<file path="config.mk">
export PLATFORM = sky130hd
export DESIGN_NAME = fdbf_ram
export DESIGN_NICKNAME = d
export VERILOG_FILES = /design/src/hw/rtl/fdbf_ram.sv
export SDC_FILE = /design/constraint.sdc
export NUM_CORES = 1
export LEC_CHECK = 0
export ABC_AREA = 1
export BUFFER_PORTS_ARGS = -buffer_cell sky130_fd_sc_hd__buf_2
export CAP_MARGIN = 20
export CORE_ASPECT_RATIO = 0.9
export CORE_UTILIZATION = 48
export CTS_BUF_LIST = sky130_fd_sc_hd__clkbuf_4 sky130_fd_sc_hd__clkbuf_8
export CTS_CLUSTER_SIZE = 8
export DETAILED_ROUTE_END_ITERATION = 10
export HOLD_SLACK_MARGIN = 0.12
export SLEW_MARGIN = 20
export SYNTH_ARGS = -nofsm -noshare
export SYNTH_HDL_FRONTEND = slang
export SYNTH_SLANG_ARGS = --single-unit
</file>
<file path="constraint.sdc">
create_clock -name i_clk -period 2.9 [get_ports i_clk]
set_input_delay 0.29 -clock i_clk [delete_from_list [all_inputs] [get_ports i_clk]]
set_output_delay 0.29 -clock i_clk [all_outputs]
set_load 0.1 [all_outputs]
</file>
<file path="src/hw/rtl/fdbf_ram.sv">
// Generic simple dual-port RAM with one write port and a registered read port.
module fdbf_ram #(
    parameter int  WIDTH = 32,
    parameter int  DEPTH = 16,
    localparam int AW    = (DEPTH > 1) ? $clog2(DEPTH) : 1
) (
    input  logic             i_clk,
    input  logic             i_we,
    input  logic [AW-1:0]    i_waddr,
    input  logic [WIDTH-1:0] i_wdata,
    input  logic [AW-1:0]    i_raddr,
    output logic [WIDTH-1:0] o_rdata
);

    logic [WIDTH-1:0] r_mem [DEPTH];

    always_ff @(posedge i_clk) begin
        if (i_we) begin
            r_mem[i_waddr] <= i_wdata;
        end
        o_rdata <= r_mem[i_raddr];
    end

endmodule

</file>
Yosys cells after proc, flatten, opt, wreduce, memory -nomap -nowiden
Memories as Yosys holds them, arrays and structs flattened. A register that Yosys moved wholly into a read port is not among the register bits.
Cells that the tools add are included.
W data, S select, Z words.

cells by class
  multiplexer cells = 2

operators with widths
  operator  count
  $mux W1   2

word-level totals
  bits in writable memories = 512
  memories = 1
  bits in registers = 0
  bits of input ports = 42

memory list
  name   depth  bits a word  rd ports  clocked after Yosys merged registers in  write ports  line  source
  r_mem  16     32           1         1                                        1            15    logic [WIDTH-1:0] r_mem [DEPTH];

Depth between registers and ports, before layout
  word-level depth = 2
  depth in mapped cells = 10
  gate-level depth less buffers = 7

Worst setup path before layout
OpenSTA, ideal clock, no wires.

  kind = input-to-reg
  start = input port i_waddr[2]
  end = memory r_mem[10][0] (enable)
  stages on the path = 2
  path slack = 0.617 ns
  arrival = 1.862 ns
  setup time = 0.421 ns
  cell sequence = nand3b_1 -> nor2_1

RTL lines
  what             line  source
  start, declared  9     input logic [AW-1:0] i_waddr,
  end, declared    15

Straight into the memory's write port.

Final worst setup path
  start = register o_rdata[12] (read register of r_mem)
  end = output port o_rdata[12]

RTL lines
  what             line  source
  start, declared  12    output logic [WIDTH-1:0] o_rdata

No word-level cell between the ends.

==> results.txt <==
status - complete, no violations
Flop pwr share - 0.532
met1 GRT Util - 0.322
drt total wl - 53,300 µm
synthesized area - 22,700 µm²
total CTS buffers - 87
internal power - 12,600 µW
combinational power share - 0.084
max cap viols - 0
CP Class - reg -> out
# setup viols final - 0
post-DR wirelength/cell - 18.2 µm
Yosys top cell area share - 0.676
GR peak layer - met2
CP max FO - 1
io pins - 74
Area growth syn-to-layout - 13.5%
final antenna-violating net count - 0
vias in the first global route - 14,100
core area - 46,600 µm²
Req. time, crit path - 2.61 ns
DR vias/cell - 5.00
Design Power - 16,600 µW
syn_nets - 2,162
Die Y - 208 µm
starting DRC count in detailed routing - 1,092
ordered list of cells on the worst path - buf_2
antenna violations before repair - 0
clock sink total - 544
skew final - 0.0194 ns
Worst slew margin - 0.502
Initial DRT Pass Iterations - 5
largest net degree at the start of global routing - 129
drc violations - 0
antenna diode count - 0
placed cells - 2,742
Switch Pwr - 4000 µW
Clock Latency Late Sink - 0.64 ns
Clock power frac - 0.384
dpl ws - 0.880 ns
nets - 2,289
synth warn - 0
slowest cell on the critical path - buf_2
RSZ-0062 raised after global routing - no
family with the most delay on the worst path - buffers and inverters
hpwl dp - 24,900 µm
largest cells by area after synthesis - edfxtp_1, nand2_1, nand3_1, inv_1, dfxtp_1
WP buf/inv - 1
Vias - 14,600
GR met3 Demand/Resource - 0.0444
Least-Margin Pin Slew - 0.745 ns
FF+latch count, synth - 544
Post-Syn Area per Cell - 10.7 µm²
highest clock rate - 0.555 GHz
GR Overflow Total - 0
clk root buf - clkbuf_8
HP Class - in -> reg
crit path DAT - 1.51 ns
first-pass GRT wire length - 82,300 µm
clock-pin slew on the worst setup and hold paths - 0.07 ns
Die X - 231 µm
slowest cell delay on critical path - 0.46 ns
Synth area leader - edfxtp_1
Max VDD drop - 0.000361 V
worst setup margin - 1.10 ns
H-tree levels - 3
Max Root-Sink Buffers - 3
sequential share of the synthesized area - 0.705
Initial Utilization - 0.487
Crit. End Element - primary output
Total GRT Usage - 0.227
period utilization - 0.621
Placer Congestion - 0.762
switching part of the total power - 0.240
Pleak - 0.0111 µW
Fillers - 3,990
CTS tree - done
Finished Layout Cells - 2,928
Setup TNS Final - 0 ns
utilization after layout - 0.553
Mapped Cells - 2,120
cell area power density - 644 nW/µm²
layout cells sized above 1 - 0.119
Site Rows - 75
total die area - 48,200 µm²
max-slew violations - 0
M2 GR Usage - 0.355
I/O Buffers - 73
count of unique library cells instantiated by Yosys - 15
Fin. Hold Viols - 0
Tmin final - 1.80 ns
CP Launch Type - register
## synthesized netlist by cell type (all sizes together)
library cell and n:
inv 390, nand2 677, nand3 385, edfxtp 512
nor2 17, clkbuf 14, dfxtp 32, nand3b 2
buf 91
## layout make-up
type,instances,area (µm²),area share
well taps,616,771,0.0299
inverters,390,1470,0.0571
clock inverters,17,80.1,0.00310
multi-input cells,1081,4670,0.181
flip-flops and latches,544,16000,0.621
repair buffers,143,1180,0.0458
clock buffers,137,1620,0.0626
## placed cells by master (no fill, tap or decap)
cell type,instances
buf_12,16
buf_2,71
buf_4,23
clkbuf_4,43
clkbuf_8,95
clkinv_1,11
clkinv_2,3
clkinvlp_4,2
dfxtp_1,32
dlygate4sd3_1,32
edfxtp_1,512
inv_1,386
inv_2,2
inv_4,1
inv_6,1
inv_8,1
nand2_1,677
nand3_1,385
nand3b_1,2
nor2_1,1
nor2_4,16
## power by group through the flow
stage	Clock, µW	Combinational [µW]	Sequential (µW)
after floorplan	0	599	9370
after global placement	0	1350	9010
after detailed placement	0	1360	9010
after CTS	6530	1400	8850
after global routing	6850	1510	8860
final	6390	1390	8850
## cell families after synthesis
group,share of synthesized area
flops,0.705
buf+inv,0.0954
simple gates,0.200
## per-layer routing
| layer | up-vias | routed length [µm] |
|---|---|---|
| met3 | 92 | 3160 |
| met2 | 426 | 24400 |
| met5 | - | 0 |
| met1 | 7007 | 24500 |
| met4 | 0 | 1180 |
| li1 | 7109 | - |
## through the flow
step	hold WS, ns	instance area, µm²
finish	0.179	25800
CTS	0.156	25800
floorplan	0.389	22700
global placement	0.634	23800
detailed placement	0.632	23800
global route	0.180	25800
## repair_timing
item | 4_1_cts | 5_1_grt
hold endpoints to repair | 512 | 0
buffers inserted | 0 | 0
resized for setup | 0 | 0
hold buffers | 32 | 0
## flip-flops by register name (all words and copies together) (netlist names)
signal   cells
r_mem      512
o_rdata     32
## final timing paths
| path | startpoint | end | slack (ns) | cells past startpoint |
|---|---|---|---|---|
| worst max register to register | r_mem[6][13]$_DFFE_PP_ | o_rdata[13]$_DFF_P_ | 1.85 | 6 |
| worst min-delay path | i_raddr[3] | o_rdata[30]$_DFF_P_ | 0.18 | 4 |
| worst max-delay path | o_rdata[12]$_DFF_P_ | o_rdata[12] | 1.10 | 1 |
| worst min register to register | r_mem[10][2]$_DFFE_PP_ | o_rdata[2]$_DFF_P_ | 0.65 | 6 |
Note: power is estimated with default switching activity, not from simulation.
