**config.mk**
```make
export PLATFORM = sky130hd
export DESIGN_NAME = fdbf_seq
export DESIGN_NICKNAME = d
export VERILOG_FILES = /design/src/hw/rtl/fdbf_pkg.sv /design/src/hw/rtl/fdbf_seq.sv
export SDC_FILE = /design/constraint.sdc
export NUM_CORES = 1
export LEC_CHECK = 0
export ABC_AREA = 1
export BUFFER_PORTS_ARGS = -buffer_cell sky130_fd_sc_hd__buf_2
export CELL_PAD_IN_SITES_DETAIL_PLACEMENT = 0
export CELL_PAD_IN_SITES_GLOBAL_PLACEMENT = 1
export CORE_MARGIN = 2
export CORE_UTILIZATION = 30
export CTS_BUF_LIST = sky130_fd_sc_hd__clkbuf_16
export DETAILED_ROUTE_END_ITERATION = 10
export PLACE_DENSITY_LB_ADDON = 0.2
export SETUP_SLACK_MARGIN = 0.4
export SYNTH_ARGS = -nofsm -noshare
export SYNTH_HDL_FRONTEND = slang
export SYNTH_SLANG_ARGS = --single-unit
```
**constraint.sdc**
```tcl
create_clock -name i_clk -period 5.7 [get_ports i_clk]
set_input_delay 1.14 -clock i_clk [delete_from_list [all_inputs] [get_ports i_clk]]
set_output_delay 1.14 -clock i_clk [all_outputs]
set_load 0.005 [all_outputs]
```
**src/hw/rtl/fdbf_pkg.sv**
```systemverilog
// Package with the constants, codes and shared types of the frame dirty band finder.
package fdbf_pkg;

    localparam int SCREEN_ROWS   = 342;
    localparam int SCREEN_COLS   = 512;
    localparam int WORDS_PER_ROW = SCREEN_COLS / 32;
    localparam int PAGE_WORDS    = SCREEN_ROWS * WORDS_PER_ROW;

    // Fixed field widths of the ports.
    localparam int DATA_W    = 32;
    localparam int IN_ADDR_W = 13;
    localparam int LATE_W    = 8;
    localparam int OUT_ROW_W = 9;
    localparam int OUT_COL_W = 10;

    // Internal widths.
    localparam int ROW_W  = $clog2(SCREEN_ROWS + 1);
    localparam int SH_AW  = $clog2(PAGE_WORDS);
    localparam int WA_W   = $clog2(PAGE_WORDS + 1);
    localparam int PG_AW  = $clog2(2 * PAGE_WORDS);
    localparam int COL_W  = (WORDS_PER_ROW > 1) ? $clog2(WORDS_PER_ROW) : 1;

    localparam logic [COL_W-1:0] COL_LAST = COL_W'(WORDS_PER_ROW - 1);

    // Lateness thresholds.
    localparam logic signed [LATE_W-1:0] LATE_HALF_TH    = LATE_W'(4);
    localparam logic signed [LATE_W-1:0] LATE_QUARTER_TH = LATE_W'(6);

    typedef enum logic {
        FUNC_WRITE = 1'b0,
        FUNC_FIND  = 1'b1
    } t_func;

    typedef enum logic [1:0] {
        LATE_FULL,
        LATE_HALF,
        LATE_QUARTER
    } t_late;

    typedef enum logic [2:0] {
        S_CLEAR,
        S_IDLE,
        S_FWD,
        S_LIMIT,
        S_BACK,
        S_COPY,
        S_DONE
    } t_state;

    typedef struct packed {
        logic              we;
        logic [PG_AW-1:0]  waddr;
        logic [DATA_W-1:0] wdata;
        logic [PG_AW-1:0]  raddr;
    } t_page_port;

    typedef struct packed {
        logic              we;
        logic [SH_AW-1:0]  waddr;
        logic [DATA_W-1:0] wdata;
        logic [SH_AW-1:0]  raddr;
    } t_shadow_port;

    typedef struct packed {
        logic             valid;
        logic             changed;
        logic [ROW_W-1:0] top;
        logic [ROW_W-1:0] bottom;
    } t_result;

endpackage

```
**src/hw/rtl/fdbf_seq.sv**
```systemverilog
// Sequencer that clears the memories, scans for changed words and copies the band.
module fdbf_seq (
    input  logic                              i_clk,
    input  logic                              i_rst_n,
    input  logic                              i_find,
    input  logic                              i_page,
    input  logic [fdbf_pkg::LATE_W-1:0]       i_lateness,
    input  logic [fdbf_pkg::DATA_W-1:0]       i_page_rdata,
    input  logic [fdbf_pkg::DATA_W-1:0]       i_shadow_rdata,
    output fdbf_pkg::t_page_port              o_page_port,
    output fdbf_pkg::t_shadow_port            o_shadow_port,
    output fdbf_pkg::t_result                 o_result,
    output logic                              o_busy
);

    fdbf_pkg::t_state r_state;
    fdbf_pkg::t_state n_state;
    fdbf_pkg::t_late  r_late;
    fdbf_pkg::t_late  late_class;

    logic [fdbf_pkg::PG_AW-1:0] r_clr;
    logic [fdbf_pkg::ROW_W-1:0] r_resume;
    logic                       r_page;
    logic [fdbf_pkg::SH_AW-1:0] r_addr;
    logic [fdbf_pkg::ROW_W-1:0] r_row;
    logic [fdbf_pkg::COL_W-1:0] r_col;
    logic                       r_issue;
    logic                       r_cmp_vld;
    logic [fdbf_pkg::ROW_W-1:0] r_cmp_row;
    logic [fdbf_pkg::SH_AW-1:0] r_cmp_idx;
    logic [fdbf_pkg::SH_AW-1:0] r_hit_idx;
    logic [fdbf_pkg::ROW_W-1:0] r_j0;
    logic [fdbf_pkg::ROW_W-1:0] r_last_row;
    logic                       r_changed;

    logic                       w_diff;
    logic                       w_drained;
    logic [fdbf_pkg::ROW_W-1:0] start_row;
    logic [fdbf_pkg::SH_AW-1:0] start_addr;
    logic [fdbf_pkg::ROW_W:0]   budget;
    logic [fdbf_pkg::ROW_W:0]   limit_sum;
    logic                       limit_wrap;
    logic [fdbf_pkg::ROW_W-1:0] limit_row;
    logic [fdbf_pkg::SH_AW-1:0] back_addr;
    logic [fdbf_pkg::SH_AW-1:0] copy_addr;

    // A differing word is seen in the cycle after its address was issued.
    assign w_diff    = r_cmp_vld && (i_page_rdata != i_shadow_rdata);
    assign w_drained = !r_issue && !r_cmp_vld;

    assign start_row  = (r_resume >= fdbf_pkg::ROW_W'(fdbf_pkg::SCREEN_ROWS)) ? '0 : r_resume;
    assign start_addr = fdbf_pkg::SH_AW'(fdbf_pkg::WA_W'(start_row)
                                         * fdbf_pkg::WA_W'(fdbf_pkg::WORDS_PER_ROW));

    always_comb begin
        priority if ($signed(i_lateness) < fdbf_pkg::LATE_HALF_TH) begin
            late_class = fdbf_pkg::LATE_FULL;
        end else if ($signed(i_lateness) < fdbf_pkg::LATE_QUARTER_TH) begin
            late_class = fdbf_pkg::LATE_HALF;
        end else begin
            late_class = fdbf_pkg::LATE_QUARTER;
        end
    end

    always_comb begin
        unique case (r_late)
            fdbf_pkg::LATE_FULL:    budget = (fdbf_pkg::ROW_W+1)'(fdbf_pkg::SCREEN_ROWS);
            fdbf_pkg::LATE_HALF:    budget = (fdbf_pkg::ROW_W+1)'(fdbf_pkg::SCREEN_ROWS / 2);
            fdbf_pkg::LATE_QUARTER: budget = (fdbf_pkg::ROW_W+1)'(fdbf_pkg::SCREEN_ROWS / 4);
            default:                budget = (fdbf_pkg::ROW_W+1)'(fdbf_pkg::SCREEN_ROWS / 4);
        endcase
    end

    assign limit_sum  = (fdbf_pkg::ROW_W+1)'(r_j0) + budget;
    assign limit_wrap = limit_sum >= (fdbf_pkg::ROW_W+1)'(fdbf_pkg::SCREEN_ROWS);
    assign limit_row  = limit_wrap ? fdbf_pkg::ROW_W'(fdbf_pkg::SCREEN_ROWS)
                                   : limit_sum[fdbf_pkg::ROW_W-1:0];
    assign back_addr  = fdbf_pkg::SH_AW'(fdbf_pkg::WA_W'(limit_row)
                                         * fdbf_pkg::WA_W'(fdbf_pkg::WORDS_PER_ROW)
                                         - fdbf_pkg::WA_W'(1));
    assign copy_addr  = fdbf_pkg::SH_AW'(fdbf_pkg::WA_W'(r_j0)
                                         * fdbf_pkg::WA_W'(fdbf_pkg::WORDS_PER_ROW));

    // Next state.
    always_comb begin
        n_state = r_state;
        unique case (r_state)
            fdbf_pkg::S_CLEAR: begin
                if (r_clr == fdbf_pkg::PG_AW'(2 * fdbf_pkg::PAGE_WORDS - 1)) begin
                    n_state = fdbf_pkg::S_IDLE;
                end
            end
            fdbf_pkg::S_IDLE: begin
                if (i_find) begin
                    n_state = fdbf_pkg::S_FWD;
                end
            end
            fdbf_pkg::S_FWD: begin
                if (w_diff) begin
                    n_state = fdbf_pkg::S_LIMIT;
                end else if (w_drained) begin
                    n_state = fdbf_pkg::S_DONE;
                end
            end
            fdbf_pkg::S_LIMIT: n_state = fdbf_pkg::S_BACK;
            fdbf_pkg::S_BACK: begin
                if (w_diff || w_drained) begin
                    n_state = fdbf_pkg::S_COPY;
                end
            end
            fdbf_pkg::S_COPY: begin
                if (w_drained) begin
                    n_state = fdbf_pkg::S_DONE;
                end
            end
            fdbf_pkg::S_DONE:  n_state = fdbf_pkg::S_IDLE;
            default:           n_state = fdbf_pkg::S_CLEAR;
        endcase
    end

    // Outputs.
    always_comb begin
        o_busy = (r_state != fdbf_pkg::S_IDLE);

        o_page_port.we    = (r_state == fdbf_pkg::S_CLEAR);
        o_page_port.waddr = r_clr;
        o_page_port.wdata = '0;
        o_page_port.raddr = (r_page ? fdbf_pkg::PG_AW'(fdbf_pkg::PAGE_WORDS) : '0)
                            + fdbf_pkg::PG_AW'(r_addr);

        o_shadow_port.raddr = r_addr;
        if (r_state == fdbf_pkg::S_CLEAR) begin
            o_shadow_port.we    = (r_clr < fdbf_pkg::PG_AW'(fdbf_pkg::PAGE_WORDS));
            o_shadow_port.waddr = fdbf_pkg::SH_AW'(r_clr);
            o_shadow_port.wdata = '0;
        end else begin
            o_shadow_port.we    = (r_state == fdbf_pkg::S_COPY) && r_cmp_vld;
            o_shadow_port.waddr = r_cmp_idx;
            o_shadow_port.wdata = i_page_rdata;
        end

        o_result.valid   = (r_state == fdbf_pkg::S_DONE);
        o_result.changed = r_changed;
        o_result.top     = r_changed ? r_j0 : '0;
        o_result.bottom  = r_changed ? fdbf_pkg::ROW_W'(r_last_row + 1'b1) : '0;
    end

    always_ff @(posedge i_clk) begin
        if (!i_rst_n) begin
            r_state    <= fdbf_pkg::S_CLEAR;
            r_late     <= fdbf_pkg::LATE_FULL;
            r_clr      <= '0;
            r_resume   <= '0;
            r_page     <= 1'b0;
            r_addr     <= '0;
            r_row      <= '0;
            r_col      <= '0;
            r_issue    <= 1'b0;
            r_cmp_vld  <= 1'b0;
            r_cmp_row  <= '0;
            r_cmp_idx  <= '0;
            r_hit_idx  <= '0;
            r_j0       <= '0;
            r_last_row <= '0;
            r_changed  <= 1'b0;
        end else begin
            r_state <= n_state;
            unique case (r_state)
                fdbf_pkg::S_CLEAR: begin
                    r_clr <= r_clr + 1'b1;
                end
                fdbf_pkg::S_IDLE: begin
                    if (i_find) begin
                        r_page    <= i_page;
                        r_late    <= late_class;
                        r_addr    <= start_addr;
                        r_row     <= start_row;
                        r_col     <= '0;
                        r_issue   <= 1'b1;
                        r_cmp_vld <= 1'b0;
                    end
                end
                fdbf_pkg::S_FWD: begin
                    r_cmp_vld <= r_issue;
                    r_cmp_row <= r_row;
                    r_cmp_idx <= r_addr;
                    if (r_issue) begin
                        if (r_addr == fdbf_pkg::SH_AW'(fdbf_pkg::PAGE_WORDS - 1)) begin
                            r_issue <= 1'b0;
                        end else begin
                            r_addr <= r_addr + 1'b1;
                            if (r_col == fdbf_pkg::COL_LAST) begin
                                r_col <= '0;
                                r_row <= r_row + 1'b1;
                            end else begin
                                r_col <= r_col + 1'b1;
                            end
                        end
                    end
                    if (w_diff) begin
                        r_j0      <= r_cmp_row;
                        r_hit_idx <= r_cmp_idx;
                    end else if (w_drained) begin
                        r_changed <= 1'b0;
                        r_resume  <= '0;
                    end
                end
                fdbf_pkg::S_LIMIT: begin
                    r_resume  <= limit_wrap ? '0 : limit_row;
                    r_addr    <= back_addr;
                    r_row     <= limit_row - 1'b1;
                    r_col     <= fdbf_pkg::COL_LAST;
                    r_issue   <= 1'b1;
                    r_cmp_vld <= 1'b0;
                end
                fdbf_pkg::S_BACK: begin
                    if (w_diff || w_drained) begin
                        r_last_row <= w_diff ? r_cmp_row : r_j0;
                        r_addr     <= copy_addr;
                        r_row      <= r_j0;
                        r_col      <= '0;
                        r_issue    <= 1'b1;
                        r_cmp_vld  <= 1'b0;
                    end else begin
                        r_cmp_vld <= r_issue;
                        r_cmp_row <= r_row;
                        r_cmp_idx <= r_addr;
                        if (r_issue) begin
                            // The first differing word bounds the backward walk.
                            if (r_addr == r_hit_idx) begin
                                r_issue <= 1'b0;
                            end else begin
                                r_addr <= r_addr - 1'b1;
                                if (r_col == '0) begin
                                    r_col <= fdbf_pkg::COL_LAST;
                                    r_row <= r_row - 1'b1;
                                end else begin
                                    r_col <= r_col - 1'b1;
                                end
                            end
                        end
                    end
                end
                fdbf_pkg::S_COPY: begin
                    r_cmp_vld <= r_issue;
                    r_cmp_idx <= r_addr;
                    if (r_issue) begin
                        if ((r_row == r_last_row) && (r_col == fdbf_pkg::COL_LAST)) begin
                            r_issue <= 1'b0;
                        end else begin
                            r_addr <= r_addr + 1'b1;
                            if (r_col == fdbf_pkg::COL_LAST) begin
                                r_col <= '0;
                                r_row <= r_row + 1'b1;
                            end else begin
                                r_col <= r_col + 1'b1;
                            end
                        end
                    end
                    if (w_drained) begin
                        r_changed <= 1'b1;
                    end
                end
                fdbf_pkg::S_DONE: begin
                    r_cmp_vld <= 1'b0;
                end
                default: begin
                    r_issue <= 1'b0;
                end
            endcase
        end
    end

endmodule

```
* Word level (Yosys, flattened, before mapping)
Cells that the tools add are included.
Word-level totals: input port bits 76, output and inout port bits 141, register bits 111, logic and storage cells 164
Cells by class: bitwise operators 1, reductions and logical operators 31, magnitude comparators 5, mux-type cells 71, add/sub/neg operators 12, eq/ne operators 28
Operators with widths (number):
- $mux W9 | 19
- $mux W13 | 10
- $pmux W13 S5 | 1
- $pmux W9 S2 | 3
- $mux W46 | 1
- $pmux W9 S5 | 1
- $mux W4 | 10
- $ne A32 B32 Y1 | 1
- $pmux W13 S2 | 1
- $sub A13 B1 Y13 const B | 2
- $pmux W3 S7 | 1
- $ne A2 B2 Y1 const B | 10
- $pmux W4 S5 | 1
- $add A9 B1 Y9 const B | 2
- $sub A9 B1 Y9 const B | 2
- $lt A8 B4 Y1 const B | 2
- $mux W3 | 5
- $add A13 B13 Y14 | 1
- $add A14 B1 Y14 const B | 1
- $eq A14 B14 Y1 const B | 1
- $lt A14 B13 Y1 const B | 1
- $reduce_and A2 Y1 | 7
- $add A13 B1 Y13 const B | 1
- $eq A13 B13 Y1 | 1
- other kinds (35) | 63

* Logic depth before layout (Yosys ltp)
word-level depth 7, depth in mapped cells 27, depth with buffers taken out 27

* Least setup slack after synthesis
Ideal clock, no wire load.
kind flip-flop to output port, from reg r_addr[5] (netlist bit), to out o_page_port[11] (netlist bit), cell stages (with the launch flop) 8, buffers on the path 0, path slack 2812 ps, arrival 1748 ps, required time 4560 ps, cells stage by stage dfxtp_1 ha_1 inv_1 fa_1 o31ai_1 nand3_1 nand2_1 xor2_1
RTL lines:
- from (decl) | line fdbf_seq.sv:24 | logic [fdbf_pkg::SH_AW-1:0] r_addr;
- from (signal assigned) | line fdbf_seq.sv:176 | r_addr <= start_addr;
- from (signal assigned) | line fdbf_seq.sv:191 | r_addr <= r_addr + 1'b1;
- from (signal assigned) | line fdbf_seq.sv:210 | r_addr <= back_addr;
- to (decl) | line fdbf_seq.sv:10 | output fdbf_pkg::t_page_port o_page_port,

==> impl_metrics.yaml <==
power:
  switching_share: 0.2709
  p_leak_nw: 4.668
  p_sw_uw: 420.0
  seqPwrFrac: 0.502
  internal_power_mw: 1.131
  vdd_drop_max_uv: 118.6
  p_comb_frac: 0.062
  p_clk_frac: 0.436
  pwr_density_cell_mw_per_mm2: 158.9
synth:
  ys_ff_latch: 111
  synth_xor_xnor_area_share: 0.06647
  async_flop_share: 0
  ys.flop_type: "dfxtp_1"
  synth-edff-count: 0
  yosysSeqAreaShare: 0.2635
  synth_mux_area_frac: 0
  syn_area_mm2: 0.008433
  synth_compound_area_frac: 0.1791
  ys_warn_count: 0
  yosys.area_share.simple: 0.3010
  synth_top_family_by_area: "simple AND/OR/NAND/NOR gates"
  netlist-cell-type-count: 49
  synth-adder-area-share: 0.03887
  synthCells: 1337
  syn_avg_cell_area_um2: 6.307
sta:
  fin_setup_tns_ps: 0
  period_needed_ps: 3628
  fmax_mhz: 275.7
  tightest_slew_ps: 1117
  fin_crit_sh: 0.6364
  finalHoldViolCount: 0
  setup_viol: 0
  rsz0062_at_grt: "no"
  final_max_slew_viol_count: 0
  final.setup_skew_ps: 15.01
  slew_headroom: 0.2526
floorplan:
  core_mm2: 0.02771
  die_x_um: 171.7
  die_h_um: 171.7
  rows: 61
  dieArea_mm2: 0.02947
  initial_utilization: 0.3044
  io_pins: 217
clocking:
  clock_path_buffers: 2
  cts.root.buffer_cell: "clkbuf_16"
  cts_htree_levels: 3
  cts_tree: "done"
  cts_resized: 0
  cts_buffers: 9
  cts.clk_slew.worst_paths_ps: 90
  clkLatencyLatePin_ps: 380
  cts_hold_buf: 0
  cts.sinks: 111
  cts_post_setup_buffers_inserted: 0
placement:
  place_congestion: 0.8368
  dp.final_hpwl_um: 22210
  place_inst: 1848
  place_area_mm2: 0.009460
  io_buffers: 183
worst_setup_path:
  worst-setup-path-type: "flip-flop to output port"
  critical_path_required_ps: 4560
  cp_max_fo: 7
  cp.arrival_ps: 2490
  endpoint_kind: "output port"
  setup.worst_path.start_class: "flip-flop"
drt:
  drt_first_pass_iters: 5
  drcViolationCount: 0
  vias: 8810
  first_iter_violations: 532
  vias_per_cell: 4.726
  wl_per_cell_um: 15.49
  ant_nets: 0
  totalWireLength_um: 28870
status:
  status: "finished clean"
global_routing:
  antenna_found_initial: 0
  grtUsageTotal: 0.1917
  grt_pass1_vias: 7941
  grt_max_degree: 57
  grt-ovfl-total: 0
  grt_pass1_wl_um: 43820
layout:
  stdcell_count: 1864
  syn2layout_area_growth_pct: 15.73
  final_area_mm2: 0.009759
  diodes: 0
  nNetsFinal: 1582
  drive_gt1_frac: 0.1770
job:
  max-cap-violations: 0
worst_hold_path:
  min_path_type: "flip-flop to flip-flop"
logic make-up after synthesis:
group,after synthesis
AND/OR/NAND/NOR,565
buffers and inverters,287
AO/OA/AOI/OAI,284
flip-flops,111
XOR/XNOR,64
adder cells (fa/ha/maj),25
other,1
cell usage after synthesis, types with 4 or more instances:
cell	instances	area [um2]
a21oi_1	148	740.7
a21oi_2	4	35.03
buf_1	5	18.77
buf_2	10	50.05
buf_4	46	345.3
clkbuf_1	24	90.09
dfxtp_1	111	2222
ha_1	23	287.8
inv_1	184	690.7
inv_2	16	60.06
nand2_1	259	972.2
nand2_2	8	50.05
nand2_4	7	78.83
nand3_1	78	390.4
nand4_1	18	112.6
nor2_1	125	469.2
nor2_2	4	25.02
nor2_4	4	45.04
nor3_1	34	170.2
nor4_1	7	43.79
o211ai_1	4	30.03
o21ai_0	99	495.5
o21ai_1	12	60.06
or2_1	4	25.02
or2_2	5	31.28
xnor2_1	18	157.7
xor2_1	46	402.9
power by group through the flow:
stage               clock network (mW)  logic (mW)  registers, mW
finish                           0.676      0.0965          0.779
floorplan                            0      0.0645          0.797
detailed placement                   0      0.0972          0.797
global route                     0.720       0.109          0.779
CTS                              0.696      0.0979          0.779
global placement                     0      0.0967          0.797
sequential cells by signal, indices dropped and copies added (netlist names), 3 cells and up:
signal	count
r_addr	13
r_clr	14
r_cmp_idx	13
r_cmp_row	9
r_col	4
r_hit_idx	13
r_j0	9
r_last_row	9
r_resume	9
r_row	9
r_state	3
cell usage in the layout (no fill, tap or decap), types with 23 or more instances in the layout:
cell     Yosys  final
inv_1      184    183
a21oi_1    148    148
conb_1       1     32
o21ai_0     99     99
dfxtp_1    111    111
ha_1        23     23
nor3_1      34     34
nand2_1    259    259
nand3_1     78     78
buf_2       10    183
nor2_1     125    125
xor2_1      46     46
through the flow:
step	hold WS, ps	util	worst slack, ps	total power [mW]
floorplan	443.7	-	2812	0.8613
global placement	455.8	0.3415	1758	0.8937
detailed placement	457.4	0.3415	1734	0.8942
CTS	471.4	0.3523	2038	1.573
global route	482.1	0.3523	1755	1.608
finish	468.5	0.3523	2072	1.551
critical path: stages (launching register included):
cell,delay (ps)
dfxtp_1,540
ha_1,240
inv_1,50
fa_1,400
o31ai_1,390
nand3_1,110
nand2_1,110
xor2_1,140
buf_2,130
path summary, 6_finish.rpt:
check                           start                       end  cells past startpoint  slack (ps)
max            r_addr[5]$_SDFFE_PN0P_           o_page_port[11]                      8        2070
min          r_resume[3]$_SDFFE_PN0P_  r_resume[3]$_SDFFE_PN0P_                      2         470
max reg2reg   r_state[2]$_SDFFE_PN0P_     r_col[3]$_SDFFE_PN0P_                     12        2140
min reg2reg  r_resume[3]$_SDFFE_PN0P_  r_resume[3]$_SDFFE_PN0P_                      2         470
layer usage:
layer	routed length, um	GRT usage	vias up
li1	-	-	4527
met1	13360	0.2486	4021
met2	13720	0.3367	234
met3	1413	0.02508	28
met4	376	0.04348	0
met5	0	0	-
area by class of cell:
cell class / instances / area (um2)
Inverter: 201 / 754.5
Fill cell: 3132 / 17950
Clock inverter: 7 / 73.82
Timing Repair Buffer: 188 / 953.4
Tap cell: 378 / 473.0
Clock buffer: 9 / 225.2
Sequential cell: 111 / 2222
Multi-Input combinational cell: 970 / 5057
Note: power is estimated with default switching activity, not from simulation.
